**config.mk**
```make
export PLATFORM = sky130hd
export DESIGN_NAME = json_string_unescape_utf8_unit
export DESIGN_NICKNAME = d
export VERILOG_FILES = /design/src/hdl/jsu_pkg.sv /design/src/hdl/jsu_decode.sv /design/src/hdl/jsu_serialize.sv /design/src/hdl/json_string_unescape_utf8_unit.sv
export SDC_FILE = /design/constraint.sdc
export NUM_CORES = 1
export LEC_CHECK = 0
export ABC_AREA = 1
export BUFFER_PORTS_ARGS = -buffer_cell sky130_fd_sc_hd__buf_2
export CAP_MARGIN = 10
export CELL_PAD_IN_SITES_DETAIL_PLACEMENT = 0
export CELL_PAD_IN_SITES_GLOBAL_PLACEMENT = 2
export CORE_MARGIN = 2
export CORE_UTILIZATION = 35
export DETAILED_ROUTE_END_ITERATION = 12
export PLACE_DENSITY_LB_ADDON = 0.2
export SYNTH_ARGS = -nofsm -noshare
export SYNTH_HDL_FRONTEND = slang
export SYNTH_SLANG_ARGS = --single-unit
```
**constraint.sdc**
```tcl
create_clock -name clk -period 4 [get_ports clk]
set_clock_uncertainty 0.1 [all_clocks]
set_input_delay 0.4 -clock clk [delete_from_list [all_inputs] [get_ports clk]]
set_output_delay 0.4 -clock clk [all_outputs]
set_load 0.05 [all_outputs]
```
**src/hdl/jsu_pkg.sv**
```systemverilog
// ----------------------------------------------------------------------------
// jsu_pkg: shared types and constants for the JSON string unescaper
// Phase codes, error codes, special byte values and the result group that
// travels from the decoder to the output serializer.
// ----------------------------------------------------------------------------
package jsu_pkg;

  // Decoder phase within a string body.
  typedef enum logic [2:0] {
    PH_NORMAL  = 3'd0,
    PH_ESC     = 3'd1,
    PH_HEX1    = 3'd2,
    PH_WANT_BS = 3'd3,
    PH_WANT_U  = 3'd4,
    PH_HEX2    = 3'd5
  } phase_t;

  // Error codes carried with a result.
  typedef enum logic [2:0] {
    ERR_NONE    = 3'd0,
    ERR_UNTERM  = 3'd1,
    ERR_ESCAPE  = 3'd2,
    ERR_UNICODE = 3'd3,
    ERR_CONTROL = 3'd4
  } err_t;

  // Special byte values.
  localparam logic [7:0] QUOTE_RESET  = 8'h22;
  localparam logic [7:0] CH_NUL       = 8'h00;
  localparam logic [7:0] CH_DQUOTE    = 8'h22;
  localparam logic [7:0] CH_APOS      = 8'h27;
  localparam logic [7:0] CH_SLASH     = 8'h2f;
  localparam logic [7:0] CH_BSLASH    = 8'h5c;
  localparam logic [7:0] CH_DEL       = 8'h7f;
  localparam logic [7:0] CH_SPACE     = 8'h20;
  localparam logic [7:0] CH_B         = 8'h62;
  localparam logic [7:0] CH_F         = 8'h66;
  localparam logic [7:0] CH_N         = 8'h6e;
  localparam logic [7:0] CH_R         = 8'h72;
  localparam logic [7:0] CH_T         = 8'h74;
  localparam logic [7:0] CH_U         = 8'h75;
  localparam logic [7:0] BYTE_BS      = 8'h08;
  localparam logic [7:0] BYTE_FF      = 8'h0c;
  localparam logic [7:0] BYTE_LF      = 8'h0a;
  localparam logic [7:0] BYTE_CR      = 8'h0d;
  localparam logic [7:0] BYTE_TAB     = 8'h09;

  // Surrogate markers: top six bits of a high and a low surrogate.
  localparam logic [5:0] HI_SURR_TAG  = 6'b110110;
  localparam logic [5:0] LO_SURR_TAG  = 6'b110111;
  localparam logic [20:0] SUPP_BASE   = 21'h010000;

  // Largest number of bytes one input byte can produce.
  localparam int unsigned MAX_RES = 4;

  // Results caused by one input byte.
  typedef struct packed {
    logic [MAX_RES-1:0][7:0] bytes;
    logic [2:0]              count;
    logic                    string_end;
    err_t                    err;
  } res_group_t;

endpackage

```
**src/hdl/jsu_decode.sv**
```systemverilog
// ----------------------------------------------------------------------------
// jsu_decode: escape and unicode decoder
// Holds the parse state and the quote register, and turns each accepted
// byte into a group of zero to four result bytes in the same cycle.
// ----------------------------------------------------------------------------
module jsu_decode
  import jsu_pkg::*;
(
  input  logic       clk,
  input  logic       rst,
  input  logic       cfg_wr_en,
  input  logic [7:0] cfg_wr_data,
  input  logic       accept,
  input  logic [7:0] in_byte,
  output res_group_t res,
  output logic       res_valid
);

  phase_t      phase, phase_next;
  logic [1:0]  hex_count, hex_count_next;
  logic [15:0] hex_accum, hex_accum_next;
  logic [9:0]  hi_bits, hi_bits_next;
  logic [7:0]  quote_char;

  logic        hex_ok;
  logic [3:0]  hex_nib;
  logic [15:0] accum_shift;
  logic [20:0] supp_cp;

  // Encode a code point as UTF-8 bytes, first byte in lane 0.
  function automatic res_group_t utf8_encode(input logic [20:0] cp);
    res_group_t g;
    g = '0;
    g.err = ERR_NONE;
    if (cp <= 21'h00007f) begin
      g.bytes[0] = cp[7:0];
      g.count    = 3'd1;
    end else if (cp <= 21'h0007ff) begin
      g.bytes[0] = {3'b110, cp[10:6]};
      g.bytes[1] = {2'b10, cp[5:0]};
      g.count    = 3'd2;
    end else if (cp <= 21'h00ffff) begin
      g.bytes[0] = {4'b1110, cp[15:12]};
      g.bytes[1] = {2'b10, cp[11:6]};
      g.bytes[2] = {2'b10, cp[5:0]};
      g.count    = 3'd3;
    end else begin
      g.bytes[0] = {5'b11110, cp[20:18]};
      g.bytes[1] = {2'b10, cp[17:12]};
      g.bytes[2] = {2'b10, cp[11:6]};
      g.bytes[3] = {2'b10, cp[5:0]};
      g.count    = 3'd4;
    end
    return g;
  endfunction

  // Hex digit recognition.
  always_comb begin
    hex_ok  = 1'b1;
    hex_nib = 4'd0;
    if (in_byte >= 8'h30 && in_byte <= 8'h39) begin
      hex_nib = in_byte[3:0];
    end else if ((in_byte >= 8'h61 && in_byte <= 8'h66) ||
                 (in_byte >= 8'h41 && in_byte <= 8'h46)) begin
      hex_nib = in_byte[3:0] + 4'd9;
    end else begin
      hex_ok = 1'b0;
    end
  end

  assign accum_shift = {hex_accum[11:0], hex_nib};
  assign supp_cp     = {1'b0, hi_bits, accum_shift[9:0]} + SUPP_BASE;

  // Next state and result group for the byte at the input.
  always_comb begin
    phase_next     = phase;
    hex_count_next = hex_count;
    hex_accum_next = hex_accum;
    hi_bits_next   = hi_bits;
    res            = '0;
    res.err        = ERR_NONE;

    case (phase)
      PH_ESC: begin
        phase_next = PH_NORMAL;
        res.count  = 3'd1;
        case (in_byte)
          CH_NUL:    res.err = ERR_UNTERM;
          CH_DQUOTE,
          CH_APOS,
          CH_BSLASH,
          CH_SLASH:  res.bytes[0] = in_byte;
          CH_B:      res.bytes[0] = BYTE_BS;
          CH_F:      res.bytes[0] = BYTE_FF;
          CH_N:      res.bytes[0] = BYTE_LF;
          CH_R:      res.bytes[0] = BYTE_CR;
          CH_T:      res.bytes[0] = BYTE_TAB;
          CH_U: begin
            res.count      = 3'd0;
            phase_next     = PH_HEX1;
            hex_count_next = 2'd0;
            hex_accum_next = 16'd0;
          end
          default:   res.err = ERR_ESCAPE;
        endcase
      end

      PH_HEX1, PH_HEX2: begin
        if (!hex_ok) begin
          res.count = 3'd1;
          res.err   = ERR_UNICODE;
        end else if (hex_count != 2'd3) begin
          hex_accum_next = accum_shift;
          hex_count_next = hex_count + 2'd1;
        end else if (phase == PH_HEX1) begin
          if (accum_shift[15:10] == HI_SURR_TAG) begin
            hi_bits_next   = accum_shift[9:0];
            hex_accum_next = 16'd0;
            hex_count_next = 2'd0;
            phase_next     = PH_WANT_BS;
          end else begin
            res = utf8_encode({5'd0, accum_shift});
          end
        end else if (accum_shift[15:10] == LO_SURR_TAG) begin
          res = utf8_encode(supp_cp);
        end else begin
          res.count = 3'd1;
          res.err   = ERR_UNICODE;
        end
      end

      PH_WANT_BS: begin
        if (in_byte == CH_BSLASH) begin
          phase_next = PH_WANT_U;
        end else begin
          res.count = 3'd1;
          res.err   = ERR_UNICODE;
        end
      end

      PH_WANT_U: begin
        if (in_byte == CH_U) begin
          phase_next     = PH_HEX2;
          hex_count_next = 2'd0;
          hex_accum_next = 16'd0;
        end else begin
          res.count = 3'd1;
          res.err   = ERR_UNICODE;
        end
      end

      default: begin
        // Normal text, also for unused phase codes.
        phase_next = PH_NORMAL;
        res.count  = 3'd1;
        if (in_byte == quote_char) begin
          res.string_end = 1'b1;
        end else if (in_byte == CH_BSLASH) begin
          res.count  = 3'd0;
          phase_next = PH_ESC;
        end else if (in_byte == CH_NUL) begin
          res.err = ERR_UNTERM;
        end else if (in_byte < CH_SPACE || in_byte == CH_DEL) begin
          res.err = ERR_CONTROL;
        end else begin
          res.bytes[0] = in_byte;
        end
      end
    endcase

    // A string end, an error or an emitted code point returns to normal text.
    if (res.count != 3'd0 && phase != PH_ESC && !(phase == PH_NORMAL && !res.string_end &&
        res.err == ERR_NONE)) begin
      phase_next     = PH_NORMAL;
      hex_count_next = 2'd0;
      hex_accum_next = 16'd0;
      hi_bits_next   = 10'd0;
    end
    if (phase == PH_ESC && res.err != ERR_NONE) begin
      hex_count_next = 2'd0;
      hex_accum_next = 16'd0;
      hi_bits_next   = 10'd0;
    end
  end

  assign res_valid = accept && (res.count != 3'd0);

  // State register, advanced on each input transaction.
  always_ff @(posedge clk) begin
    if (rst) begin
      phase     <= PH_NORMAL;
      hex_count <= 2'd0;
      hex_accum <= 16'd0;
      hi_bits   <= 10'd0;
    end else if (accept) begin
      phase     <= phase_next;
      hex_count <= hex_count_next;
      hex_accum <= hex_accum_next;
      hi_bits   <= hi_bits_next;
    end
  end

  // Quote register.
  always_ff @(posedge clk) begin
    if (rst) begin
      quote_char <= QUOTE_RESET;
    end else if (cfg_wr_en) begin
      quote_char <= cfg_wr_data;
    end
  end

endmodule

```
**src/hdl/jsu_serialize.sv**
```systemverilog
// ----------------------------------------------------------------------------
// jsu_serialize: result group register and output serializer
// Holds one group of up to four result bytes and hands them out one per
// output transaction, marking the final byte of the group.
// ----------------------------------------------------------------------------
module jsu_serialize
  import jsu_pkg::*;
(
  input  logic       clk,
  input  logic       rst,
  input  logic       load,
  input  res_group_t load_group,
  output logic       can_load,
  output logic       m_tvalid,
  input  logic       m_tready,
  output logic [7:0] m_tdata,
  output logic [3:0] m_tuser,
  output logic       m_tlast
);

  res_group_t grp;
  logic       grp_valid;
  logic [1:0] idx;
  logic       at_last;
  logic       take;

  assign at_last  = ({1'b0, idx} == (grp.count - 3'd1));
  assign take     = grp_valid && m_tready;
  assign can_load = !grp_valid || (take && at_last);

  assign m_tvalid = grp_valid;
  assign m_tdata  = grp.bytes[idx];
  assign m_tuser  = {grp.err, grp.string_end};
  assign m_tlast  = at_last;

  // Control: group valid flag and byte index.
  always_ff @(posedge clk) begin
    if (rst) begin
      grp_valid <= 1'b0;
      idx       <= 2'd0;
    end else if (load) begin
      grp_valid <= 1'b1;
      idx       <= 2'd0;
    end else if (take) begin
      if (at_last) begin
        grp_valid <= 1'b0;
        idx       <= 2'd0;
      end else begin
        idx <= idx + 2'd1;
      end
    end
  end

  // Payload register.
  always_ff @(posedge clk) begin
    if (load) begin
      grp <= load_group;
    end
  end

endmodule

```
**src/hdl/json_string_unescape_utf8_unit.sv**
```systemverilog
// ----------------------------------------------------------------------------
// json_string_unescape_utf8_unit: JSON string body unescaper with UTF-8 output
// Feed the bytes after a string's opening quote; decoded bytes come out.
// ----------------------------------------------------------------------------
// Usage:
//   The slave stream takes one raw body byte per transaction. The master
//   stream returns one result byte per transaction: tdata is the decoded
//   byte, tuser flags a string end or an error, and tlast marks the final
//   result caused by one input byte. Backslashes, hex digits and surrogate
//   glue cause no result; a \u escape causes one to four UTF-8 bytes.
//   An input transaction's first result appears in the cycle after it.
//   Throughput is one input byte per cycle while each byte causes at most
//   one result and the receiver is ready; the single output register sends
//   one byte per cycle while the receiver is ready. The input is accepted
//   while the output register is empty or sends its final byte, so a
//   stalled receiver stalls the input after one group.
//   Reset empties the output, returns the parser to normal text and sets
//   the quote byte to a double quote. The user writes the quote byte through
//   cfg_wr_en and cfg_wr_data while the block is idle; it is not enforced.
// ----------------------------------------------------------------------------
module json_string_unescape_utf8_unit
  import jsu_pkg::*;
(
  input  logic       clk,
  input  logic       rst,
  input  logic       cfg_wr_en,
  input  logic [7:0] cfg_wr_data,   // quote_char
  input  logic       s_tvalid,
  output logic       s_tready,
  input  logic [7:0] s_tdata,       // [7:0] in_byte
  output logic       m_tvalid,
  input  logic       m_tready,
  output logic [7:0] m_tdata,       // [7:0] out_byte
  output logic [3:0] m_tuser,       // [0] string_end, [3:1] error_code
  output logic       m_tlast        // last
);

  logic       accept;
  logic       can_load;
  logic       res_valid;
  res_group_t res;

  assign s_tready = can_load;
  assign accept   = s_tvalid && can_load;

  // Parser and quote register.
  jsu_decode u_decode (
    .clk         (clk),
    .rst         (rst),
    .cfg_wr_en   (cfg_wr_en),
    .cfg_wr_data (cfg_wr_data),
    .accept      (accept),
    .in_byte     (s_tdata),
    .res         (res),
    .res_valid   (res_valid)
  );

  // Output register and byte serializer.
  jsu_serialize u_serialize (
    .clk        (clk),
    .rst        (rst),
    .load       (res_valid),
    .load_group (res),
    .can_load   (can_load),
    .m_tvalid   (m_tvalid),
    .m_tready   (m_tready),
    .m_tdata    (m_tdata),
    .m_tuser    (m_tuser),
    .m_tlast    (m_tlast)
  );

endmodule

```
==> run summary, run 1 <==
TritonCTS clock tree: done
MaxCap Viol Count: 0
Post-synth top area share: 20.8%
Die width: 126 µm
Via density: 5.35
Placed cells: 951
Synth warnings: 0
Top FF cell, synth: dfxtp_1
Status: finished, final reports clean
Critical path type: primary input to flop
Cells after Synth: 741
Register share of total power: 39.3%
Area after DPL: 5580 µm²
FF/Latch Area: 1840 µm²
Port-buffer cells: 35
Crit-path leading delay family: simple AND/OR/NAND/NOR gates
Slowest CP cell: o21ai_2
Pin count of the biggest net entering global routing: 36
All-layer global routing usage: 22.3%
Post-synth ARST share: 0%
Filler cell count: 1557
CP max FO: 13
Worst Max-Slew Pin Slew: 959 ps
Final #Nets: 807
Buf/Inv on CP: 3
GR met2 Demand/Resource: 34.1%
Syn Std Cell Area: 5200 µm²
Clock share of power: 36.4%
Worst Hold End: u_decode.quote_char[1]$_SDFFE_PP1P_
Register area share after synthesis: 35.4%
Register clock-pin slew on the reported worst setup and hold paths: 50 ps
Syn_nets: 770
Post-synth top cells: 141 x nor2_1, 120 x nand2_1, 78 x inv_1, 69 x nand3_1, 45 x o21ai_0
Arrival @ worst endpoint: 3700 ps
Psw: 763 µW
Max_slew headroom: 36.0%
Root buffer cell: clkbuf_16
Leading area contributor after synthesis: edfxtp_1
Setup-failing EPs final: 0
Routed Antenna Nets: 0
Per-cell routed wire length: 18.1 µm
CTS sink count: 74
Starting Density: 35.8%
GRT overflow: 0
Die area: 15800 µm²
Vias: 5174
Placement Rows: 44
RSZ-0062 raised after global routing: false
Final WL: 17.5 mm
Reg2reg start: u_decode.hex_accum[1]$_SDFFE_PP0P_
R2r worst-path depth: 17
I/O Pins: 36
First-pass GRT wire length: 27.3 mm
Pwr dens: 398 nW/µm²
Total setup buffers inserted after CTS: 0
Register bit total from synthesis: 74
CTS max path bufs: 2
Logic pwr share: 24.3%
Die Y: 126 µm
Cell area after layout: 5910 µm²
Fmax: 280 MHz
Syn Area/Cell: 7.02 µm²
Antenna diode count: 0
Leak pwr: 0.00245 µW
CP Cell Sequence: buf_2 > inv_1 > ha_1 > nand2_1 > nand3_1 > nand3_1 > nand2_4 > nor2_2 > nand2_1 > nand2_1 > nand3_2 > nand2_2 > nor2_4 > o21ai_2 > nand4_2 > nand2_4 > nand3_1 > nand2_2 > inv_2 > nor2_1 > nor2_1
Top post-synthesis cells by area: edfxtp_1 21%, dfxtp_1 15%, nor2_1 10%, nand2_1 8.7%, nand3_1 6.6%
Maximum VDD drop: 172 µV
DP Wirelength: 13.8 mm
Worst hold path type: primary input to flop
TritonCTS Buffers: 9
Startpoint class of the critical path: primary input
Data required, critical path: 4130 ps
Met3 usage: 2.93%
Worst Setup End Kind: flop
Worst skew pair latency: 340 ps
RR Endpoint: u_decode.hi_bits[1]$_SDFFE_PP0P_
Routability cong.: 0.972
DRC errors left: 0
Vias in the first global route: 4964
Synth cell types: 50
Hold_sp: cfg_wr_data[1]
Initial antenna violation count: 0
Sw Ratio: 32.4%
Gr busiest metal: met2
Hold Fails Final Rpt: 0
P_int: 1590 µW
Most numerous cell in the Yosys netlist: nor2_1
Area Growth Syn to Fin: 13.6%
Min Tclk post-route: 3570 ps
Slew Viols, Final: 0
CTS H-tree depth: 3
Drt first pass iters: 5
Hold Crit Depth: 3
Met1 usage: 31.8%
Multi-input logic area: 2840 µm²
Fin cells: 967
Min Hold Slack: 166 ps
R2r setup slk: 440 ps
TNS Setup: 0 ps
DRT iter0 DRCs: 327
EDFF count, synth: 36
Core Region: 14500 µm²
Largest stage delay on the critical path: 270 ps
Final core utilization: 40.7%
Layout cell share with drive strength beyond 1: 15.2%
Fin crit share: 89.2%
==> worst register-to-register path, stage by stage (launching register included) <==
cell and delay [ps]:
dfxtp_1 590, inv_1 100, nor3_1 400, nand3_1 150
nor2_2 150, nand2_1 90, nand2_1 70, nand3_2 210
nand2_2 220, nor2_4 70, o21ai_2 270, nand4_2 180
nand2_4 210, nand3_1 120, nand2_2 200, inv_2 140
nor2_1 110, nor2_1 50
==> metrics by stage <==
step / setup slack (ps) / total power (µW)
after detailed placement: 5.01 / 1510
after global routing: 121 / 2470
final: 432 / 2350
after CTS: 254 / 2370
after global placement: 58.7 / 1500
after floorplan: 132 / 1340
==> flip-flops by register name (all words and copies together), names as in the netlist <==
signal	count
u_serialize.idx	2
u_decode.phase	3
u_serialize.m_tuser	4
u_decode.hex_count	2
u_serialize.m_tvalid	1
u_decode.hex_accum	12
u_decode.quote_char	8
u_serialize.grp	32
u_decode.hi_bits	10
==> what timing repair did <==
item                                    4_1_cts  5_1_grt
endpoints found under the setup margin        0       14
resized for setup                             0        3
hold buffers                                  0        0
==> cells by family (layout without fill, tap and decap cells) <==
family | Yosys count | count (layout) | share of synthesized area [%]
flip-flops | 74 | 74 | 35.4
buffers and inverters | 122 | 164 | 10.2
XOR/XNOR | 8 | 8 | 1.35
AND/OR/NAND/NOR | 407 | 407 | 36.7
AO/OA/AOI/OAI | 122 | 122 | 14.4
adder cells (fa/ha/maj) | 8 | 8 | 1.93
==> area by class of cell <==
class,count,share of cell area (%)
multi-input cells,545,48.0
repair buffers,54,5.59
clock buffers,13,4.24
flip-flops and latches,74,31.2
clock inverters,3,1.08
inverters,94,5.97
well taps,184,3.90
==> layout by cell type (no fill, tap or decap), types with 18 or more instances in the layout <==
| cell type | synthesis | final |
|---|---|---|
| buf_4 | 6 | 18 |
| buf_2 | 9 | 35 |
| nor2_1 | 141 | 141 |
| edfxtp_1 | 36 | 36 |
| o21ai_0 | 45 | 45 |
| nand2_1 | 120 | 119 |
| nand4_1 | 22 | 22 |
| nand3_1 | 69 | 69 |
| a21oi_1 | 23 | 23 |
| dfxtp_1 | 38 | 37 |
| inv_1 | 78 | 78 |
==> power by group through the flow <==
stage	clock [µW]	sequential (µW)	combinational [µW]
floorplan	0	918	426
global placement	0	939	565
detailed placement	0	940	567
CTS	874	924	569
global route	906	933	631
finish	854	924	571
==> how the worst max path moves through the flow <==
| stage | from | to | slack, ps | cells past startpoint |
|---|---|---|---|---|
| CTS | u_decode.hi_bits[6]$_SDFFE_PP0P_ | u_decode.hi_bits[1]$_SDFFE_PP0P_ | 250 | 19 |
| finish | s_tdata[0] | u_decode.hi_bits[1]$_SDFFE_PP0P_ | 430 | 21 |
| detailed placement | s_tdata[0] | u_decode.hi_bits[1]$_SDFFE_PP0P_ | 5 | 21 |
| global placement | s_tdata[0] | u_decode.hi_bits[2]$_SDFFE_PP0P_ | 60 | 21 |
| global route | u_decode.hi_bits[6]$_SDFFE_PP0P_ | u_decode.hi_bits[5]$_SDFFE_PP0P_ | 120 | 19 |
| floorplan | u_serialize.grp[4]$_DFFE_PP_ | u_serialize.grp[10]$_DFFE_PP_ | 130 | 9 |
==> per-layer routing <==
layer / vias to the layer above / part of all wire [%]
met4: 0 / 2.4
met1: 2411 / 48
met3: 22 / 5.3
met2: 151 / 44
met5: - / 0
li1: 2590 / -
Note: power is estimated with default switching activity, not from simulation.
==> inputs of run 2 (changes only) <==
--- a/config.mk
+++ b/config.mk
@@ -10,9 +10,10 @@
 export CAP_MARGIN = 10
 export CELL_PAD_IN_SITES_DETAIL_PLACEMENT = 0
 export CELL_PAD_IN_SITES_GLOBAL_PLACEMENT = 2
-export CORE_MARGIN = 2
+export CORE_MARGIN = 4
 export CORE_UTILIZATION = 35
 export DETAILED_ROUTE_END_ITERATION = 12
+export GPL_ROUTABILITY_DRIVEN = 0
 export PLACE_DENSITY_LB_ADDON = 0.2
 export SYNTH_ARGS = -nofsm -noshare
 export SYNTH_HDL_FRONTEND = slang
==> run 2 against run 1 <==
Effect of this change:
- die area is 6.5% higher
- total power down 1.9%
- global-route usage shrank 1.9 points
- cell count is 0.41% lower
- hold slack improved by 3.2 ps
- wire length is 5.3% lower
- fmax rose by 0.15%
- cell area decreased by 0.78%
- critical path type is now flop to flop
==> run summary, run 2 (same netlist as run 1, synthesis figures left out) <==
Largest register FFs: 32
CP Cell Sequence: ha_1 > nand2_1 > a21oi_1 > and3_1 > nand2_1 > inv_1 > nand2_1 > nand2_1 > nand3_2 > nand2_2 > nor2_4 > o21ai_2 > nand4_2 > nand2_4 > nand3_1 > nand2_1 > inv_2 > nor2_1 > nor2_1
Clock share of power: 35.5%
Startpoint class of the critical path: flop
Drt first pass iters: 5
Largest regs: u_serialize.grp: 32 flops, u_decode.hex_accum: 12 flops, u_decode.hi_bits: 10 flops
GR met2 Demand/Resource: 31.0%
Most common cell after layout, fill and taps aside: nor2_1
First-pass GRT wire length: 26.4 mm
Via density: 5.33
CTS max path bufs: 2
Slowest CP cell: dfxtp_1
Buf/Inv on CP: 2
Arrival @ worst endpoint: 3690 ps
Hold Fails Final Rpt: 0
Setup-failing EPs final: 0
Die width: 130 µm
All-layer global routing usage: 20.4%
Critical path type: flop to flop
Area Growth Syn to Fin: 12.7%
CP Capture Point: u_decode.hi_bits[1]$_SDFFE_PP0P_
Port-buffer cells: 35
Layout cell share with drive strength beyond 1: 14.8%
I/O Pins: 36
Vias in the first global route: 4963
Filler cell count: 1577
Pin count of the biggest net entering global routing: 36
Status: finished, final reports clean
Register clock-pin slew on the reported worst setup and hold paths: 60 ps
R2r worst-path depth: 19
Psw: 750 µW
Crit. Startpoint: u_decode.hi_bits[7]$_SDFFE_PP0P_
Routed Antenna Nets: 0
GRT overflow: 0
Most used cell along the critical path: nand2_1
DRC errors left: 0
Met3 usage: 3.44%
Antenna diode count: 0
TritonCTS Buffers: 9
RSZ-0062 raised after global routing: false
Final #Nets: 803
MaxCap Viol Count: 0
P_int: 1550 µW
Crit-path leading delay family: simple AND/OR/NAND/NOR gates
Root buffer cell: clkbuf_16
Die Y: 130 µm
Fin crit share: 89.1%
Core Region: 14500 µm²
Largest Register: u_serialize.grp
Largest stage delay on the critical path: 430 ps
Levels on crit path: 19
Vias: 5132
Reg2reg start: u_decode.hi_bits[7]$_SDFFE_PP0P_
Worst skew pair latency: 340 ps
Worst hold path type: primary input to flop
Die area: 16900 µm²
Leak pwr: 0.00243 µW
DRT iter0 DRCs: 402
CTS H-tree depth: 3
Initial antenna violation count: 0
Data required, critical path: 4130 ps
Worst Setup End Kind: flop
Pwr dens: 393 nW/µm²
DP Wirelength: 13.3 mm
Met1 usage: 28.4%
Min Tclk post-route: 3560 ps
Slew Viols, Final: 0
Hold Crit Depth: 3
CP max FO: 14
Starting Density: 35.8%
RR Endpoint: u_decode.hi_bits[1]$_SDFFE_PP0P_
Maximum VDD drop: 199 µV
Fmax: 281 MHz
Placement Rows: 44
Sw Ratio: 32.5%
CTS sink count: 74
Commonest cells after routing, fill and taps aside: 141 x nor2_1, 120 x nand2_1, 78 x inv_1
Register share of total power: 40.3%
Logic pwr share: 24.3%
Total setup buffers inserted after CTS: 0
Worst slack, placed: 163 ps
Worst Max-Slew Pin Slew: 950 ps
TritonCTS clock tree: done
Max_slew headroom: 36.6%
Final WL: 16.6 mm
Per-cell routed wire length: 17.2 µm
TNS Setup: 0 ps
Gr busiest metal: met2
Fin worst setup slack: 437 ps
R2r setup slk: 440 ps
Hold buffers post-CTS: 0
==> run 2: changes by cell type in the layout (fill, tap and decap cells not counted) <==
cell and change:
nand2_1 +1, clkbuf_1 -1, clkbuf_8 +2, bufinv_16 -1, nand2_2 -1, a21oi_2 +1, a21oi_4 -1, buf_4 -4
==> run 2: routing by layer <==
metal	vias to the layer above	wire, µm
met5	-	0
met4	0	492
met3	29	1130
met2	163	7190
met1	2362	7760
li1	2578	-
==> run 2: how the worst min path moves through the flow <==
stage                                         from                             endpoint  slack (ps)
3_3_place_gp    u_decode.hex_count[1]$_SDFFE_PP0P_   u_decode.hex_count[1]$_SDFFE_PP0P_         370
6_report                            cfg_wr_data[1]  u_decode.quote_char[1]$_SDFFE_PP1P_         170
4_1_cts                             cfg_wr_data[1]  u_decode.quote_char[1]$_SDFFE_PP1P_         160
5_1_grt                             cfg_wr_data[1]  u_decode.quote_char[1]$_SDFFE_PP1P_         170
2_1_floorplan  u_decode.quote_char[5]$_SDFFE_PP1P_  u_decode.quote_char[5]$_SDFFE_PP1P_         340
3_5_place_dp   u_decode.quote_char[5]$_SDFFE_PP1P_  u_decode.quote_char[5]$_SDFFE_PP1P_         390
==> run 2: cell type report <==
type / instances / area, µm² / share of cell area [%]
multi-input combinational: 545 / 2830 / 48.2
sequential: 74 / 1840 / 31.4
clock buffer: 14 / 274 / 4.67
timing repair buffer: 50 / 300 / 5.12
inverter: 94 / 353 / 6.02
clock inverter: 2 / 33.8 / 0.576
tap: 184 / 230 / 3.93
==> run 2: worst register-to-register path: stages, from the launching register on <==
cell and delay, ps:
dfxtp_1 430, ha_1 230, nand2_1 80, a21oi_1 190, and3_1 220, nand2_1 60
inv_1 110, nand2_1 100, nand2_1 110, nand3_2 200, nand2_2 200, nor2_4 70
o21ai_2 260, nand4_2 180, nand2_4 210, nand3_1 100, nand2_1 270, inv_2 150
nor2_1 120, nor2_1 60
==> run 2: timing repair <==
item	4_1_cts	5_1_grt
endpoints found under the setup margin	0	10
hold endpoints to repair	0	0
resized for setup	0	1
==> run 2: power groups by stage <==
stage               registers [µW]  logic (µW)  clock network (µW)
floorplan                      918         426                   0
global placement               943         555                   0
detailed placement             943         555                   0
CTS                            928         557                 838
global route                   936         619                 872
finish                         928         559                 818
==> run 2: metrics by stage <==
| step | hold slack (ps) | cell area (µm²) | utilization (%) | cells | total power [µW] |
|---|---|---|---|---|---|
| after floorplan | 343 | 5200 | - | 741 | 1340 |
| after global placement | 373 | 5550 | 38.2 | 947 | 1500 |
| after detailed placement | 386 | 5550 | 38.2 | 947 | 1500 |
| after CTS | 163 | 5860 | 40.3 | 963 | 2320 |
| after global routing | 174 | 5860 | 40.3 | 963 | 2430 |
| final | 170 | 5860 | 40.3 | 963 | 2300 |
==> inputs of run 3 (changes only) <==
--- a/config.mk
+++ b/config.mk
@@ -8,10 +8,10 @@
 export ABC_AREA = 1
 export BUFFER_PORTS_ARGS = -buffer_cell sky130_fd_sc_hd__buf_2
 export CAP_MARGIN = 10
-export CELL_PAD_IN_SITES_DETAIL_PLACEMENT = 0
-export CELL_PAD_IN_SITES_GLOBAL_PLACEMENT = 2
+export CELL_PAD_IN_SITES_DETAIL_PLACEMENT = 1
+export CELL_PAD_IN_SITES_GLOBAL_PLACEMENT = 1
 export CORE_MARGIN = 4
-export CORE_UTILIZATION = 35
+export CORE_UTILIZATION = 45
 export DETAILED_ROUTE_END_ITERATION = 12
 export GPL_ROUTABILITY_DRIVEN = 0
 export PLACE_DENSITY_LB_ADDON = 0.2
==> run 3 against run 2 <==
Effect of this change:
- cell count decreased by 4.9%
- sequential share of layout area grew 0.49 points
- hold slack lost 13 ps
- combinational power barely moved
- critical path type unchanged
- critical endpoint unchanged
- largest cell class unchanged
==> run summary, run 3 (same netlist as run 1, synthesis figures left out) <==
CTS sink count: 74
Vias in the first global route: 5540
Placement Rows: 38
Status: finished, final reports clean
Layout cell share with drive strength beyond 1: 14.8%
Slew Viols, Final: 0
Total setup buffers inserted after CTS: 0
Critical path type: flop to flop
Max_slew headroom: 35.1%
Register share of total power: 40.7%
Register clock-pin slew on the reported worst setup and hold paths: 60 ps
Fin crit share: 90.2%
Sw Ratio: 35.0%
Per-cell routed wire length: 19.0 µm
GRT overflow: 0
Area Growth Syn to Fin: 11.0%
Worst Max-Slew Pin Slew: 972 ps
Routed Antenna Nets: 0
First-pass GRT wire length: 28.4 mm
Core Region: 11100 µm²
Psw: 806 µW
Clock share of power: 35.1%
Min Tclk post-route: 3610 ps
Die width: 115 µm
Met1 usage: 36.1%
Die Y: 115 µm
Largest Register: u_serialize.grp
Leak pwr: 0.00240 µW
Maximum VDD drop: 249 µV
RSZ-0062 raised after global routing: false
Data required, critical path: 4140 ps
TritonCTS Buffers: 9
Most common cell after layout, fill and taps aside: nor2_1
Startpoint class of the critical path: flop
Setup-failing EPs final: 0
I/O Pins: 36
Met3 usage: 5.64%
Port-buffer cells: 35
Starting Density: 46.9%
Via density: 5.93
GR met2 Demand/Resource: 44.6%
Worst hold path type: primary input to flop
CTS H-tree depth: 3
Worst skew pair latency: 360 ps
DRC errors left: 0
MaxCap Viol Count: 0
CTS max path bufs: 2
Die area: 13300 µm²
Initial antenna violation count: 0
Pwr dens: 399 nW/µm²
Power, Total: 2300 µW
TritonCTS clock tree: done
Logic pwr share: 24.2%
Commonest cells after routing, fill and taps aside: 141 x nor2_1, 119 x nand2_1, 78 x inv_1
Fmax: 277 MHz
All-layer global routing usage: 27.4%
Largest regs: u_serialize.grp: 32 flops, u_decode.hex_accum: 12 flops, u_decode.hi_bits: 10 flops
Pin count of the biggest net entering global routing: 37
Arrival @ worst endpoint: 3750 ps
Hold Fails Final Rpt: 0
CP max FO: 19
Root buffer cell: clkbuf_16
Worst Setup End Kind: flop
P_int: 1500 µW
Drt first pass iters: 5
Vias: 5435
Largest register FFs: 32
Final WL: 17.4 mm
DRT iter0 DRCs: 337
TNS Setup: 0 ps
Antenna diode count: 0
DP Wirelength: 13.6 mm
Final #Nets: 800
Hold buffers post-CTS: 0
Gr busiest metal: met2
-- run 3: power groups by stage --
stage	clock network, µW	registers (µW)	logic, µW
detailed placement	0	953	548
CTS	816	936	552
floorplan	0	918	426
global placement	0	947	525
finish	808	938	558
global route	853	945	613
-- run 3: per-layer routing --
| layer | part of all wire (%) | wire [µm] |
|---|---|---|
| met3 | 7.8 | 1370 |
| met5 | 0 | 0 |
| met1 | 43 | 7470 |
| met4 | 2.6 | 449 |
| met2 | 47 | 8170 |
-- run 3: path summary, 6_finish.rpt --
path	cells past startpoint	slack (ps)	to	from
min	3	160	u_decode.quote_char[5]$_SDFFE_PP1P_	cfg_wr_data[5]
min reg2reg	2	390	u_decode.hex_count[1]$_SDFFE_PP0P_	u_decode.hex_count[1]$_SDFFE_PP0P_
max	19	390	u_decode.hi_bits[1]$_SDFFE_PP0P_	u_decode.hi_bits[7]$_SDFFE_PP0P_
max reg2reg	19	390	u_decode.hi_bits[1]$_SDFFE_PP0P_	u_decode.hi_bits[7]$_SDFFE_PP0P_
-- run 3: layout make-up --
class | instances | area, µm²
multi-input combinational | 545 | 2830
timing repair buffer | 47 | 278
tap | 140 | 175
inverter | 94 | 353
fill | 1484 | 5310
clock buffer | 9 | 225
clock inverter | 7 | 67.6
sequential | 74 | 1840
-- run 3: critical path, stage by stage (launching register included) --
cell,delay (ps)
dfxtp_1,460
ha_1,250
nand2_1,90
a21oi_1,200
and3_1,220
nand2_1,60
inv_1,120
nand2_1,100
nand2_1,120
nand3_2,200
nand2_2,190
nor2_4,70
o21ai_2,260
nand4_2,190
nand2_4,250
nand3_1,130
nand2_2,180
inv_2,120
nor2_1,130
nor2_1,60
-- run 3: repair_timing --
item | CTS | global route
gates resized for setup | 0 | 2
endpoints found under the setup margin | 0 | 20
hold endpoints to repair | 0 | 0
-- run 3: per-stage QoR --
step	setup WS (ps)	std cells	area (µm²)	hold WS [ps]	util (%)
global route	21.8	916	5770	182	52.1
floorplan	132	741	5200	343	-
global placement	307	900	5480	369	49.4
detailed placement	103	900	5480	386	49.4
finish	394	916	5770	157	52.1
CTS	208	916	5770	156	52.1
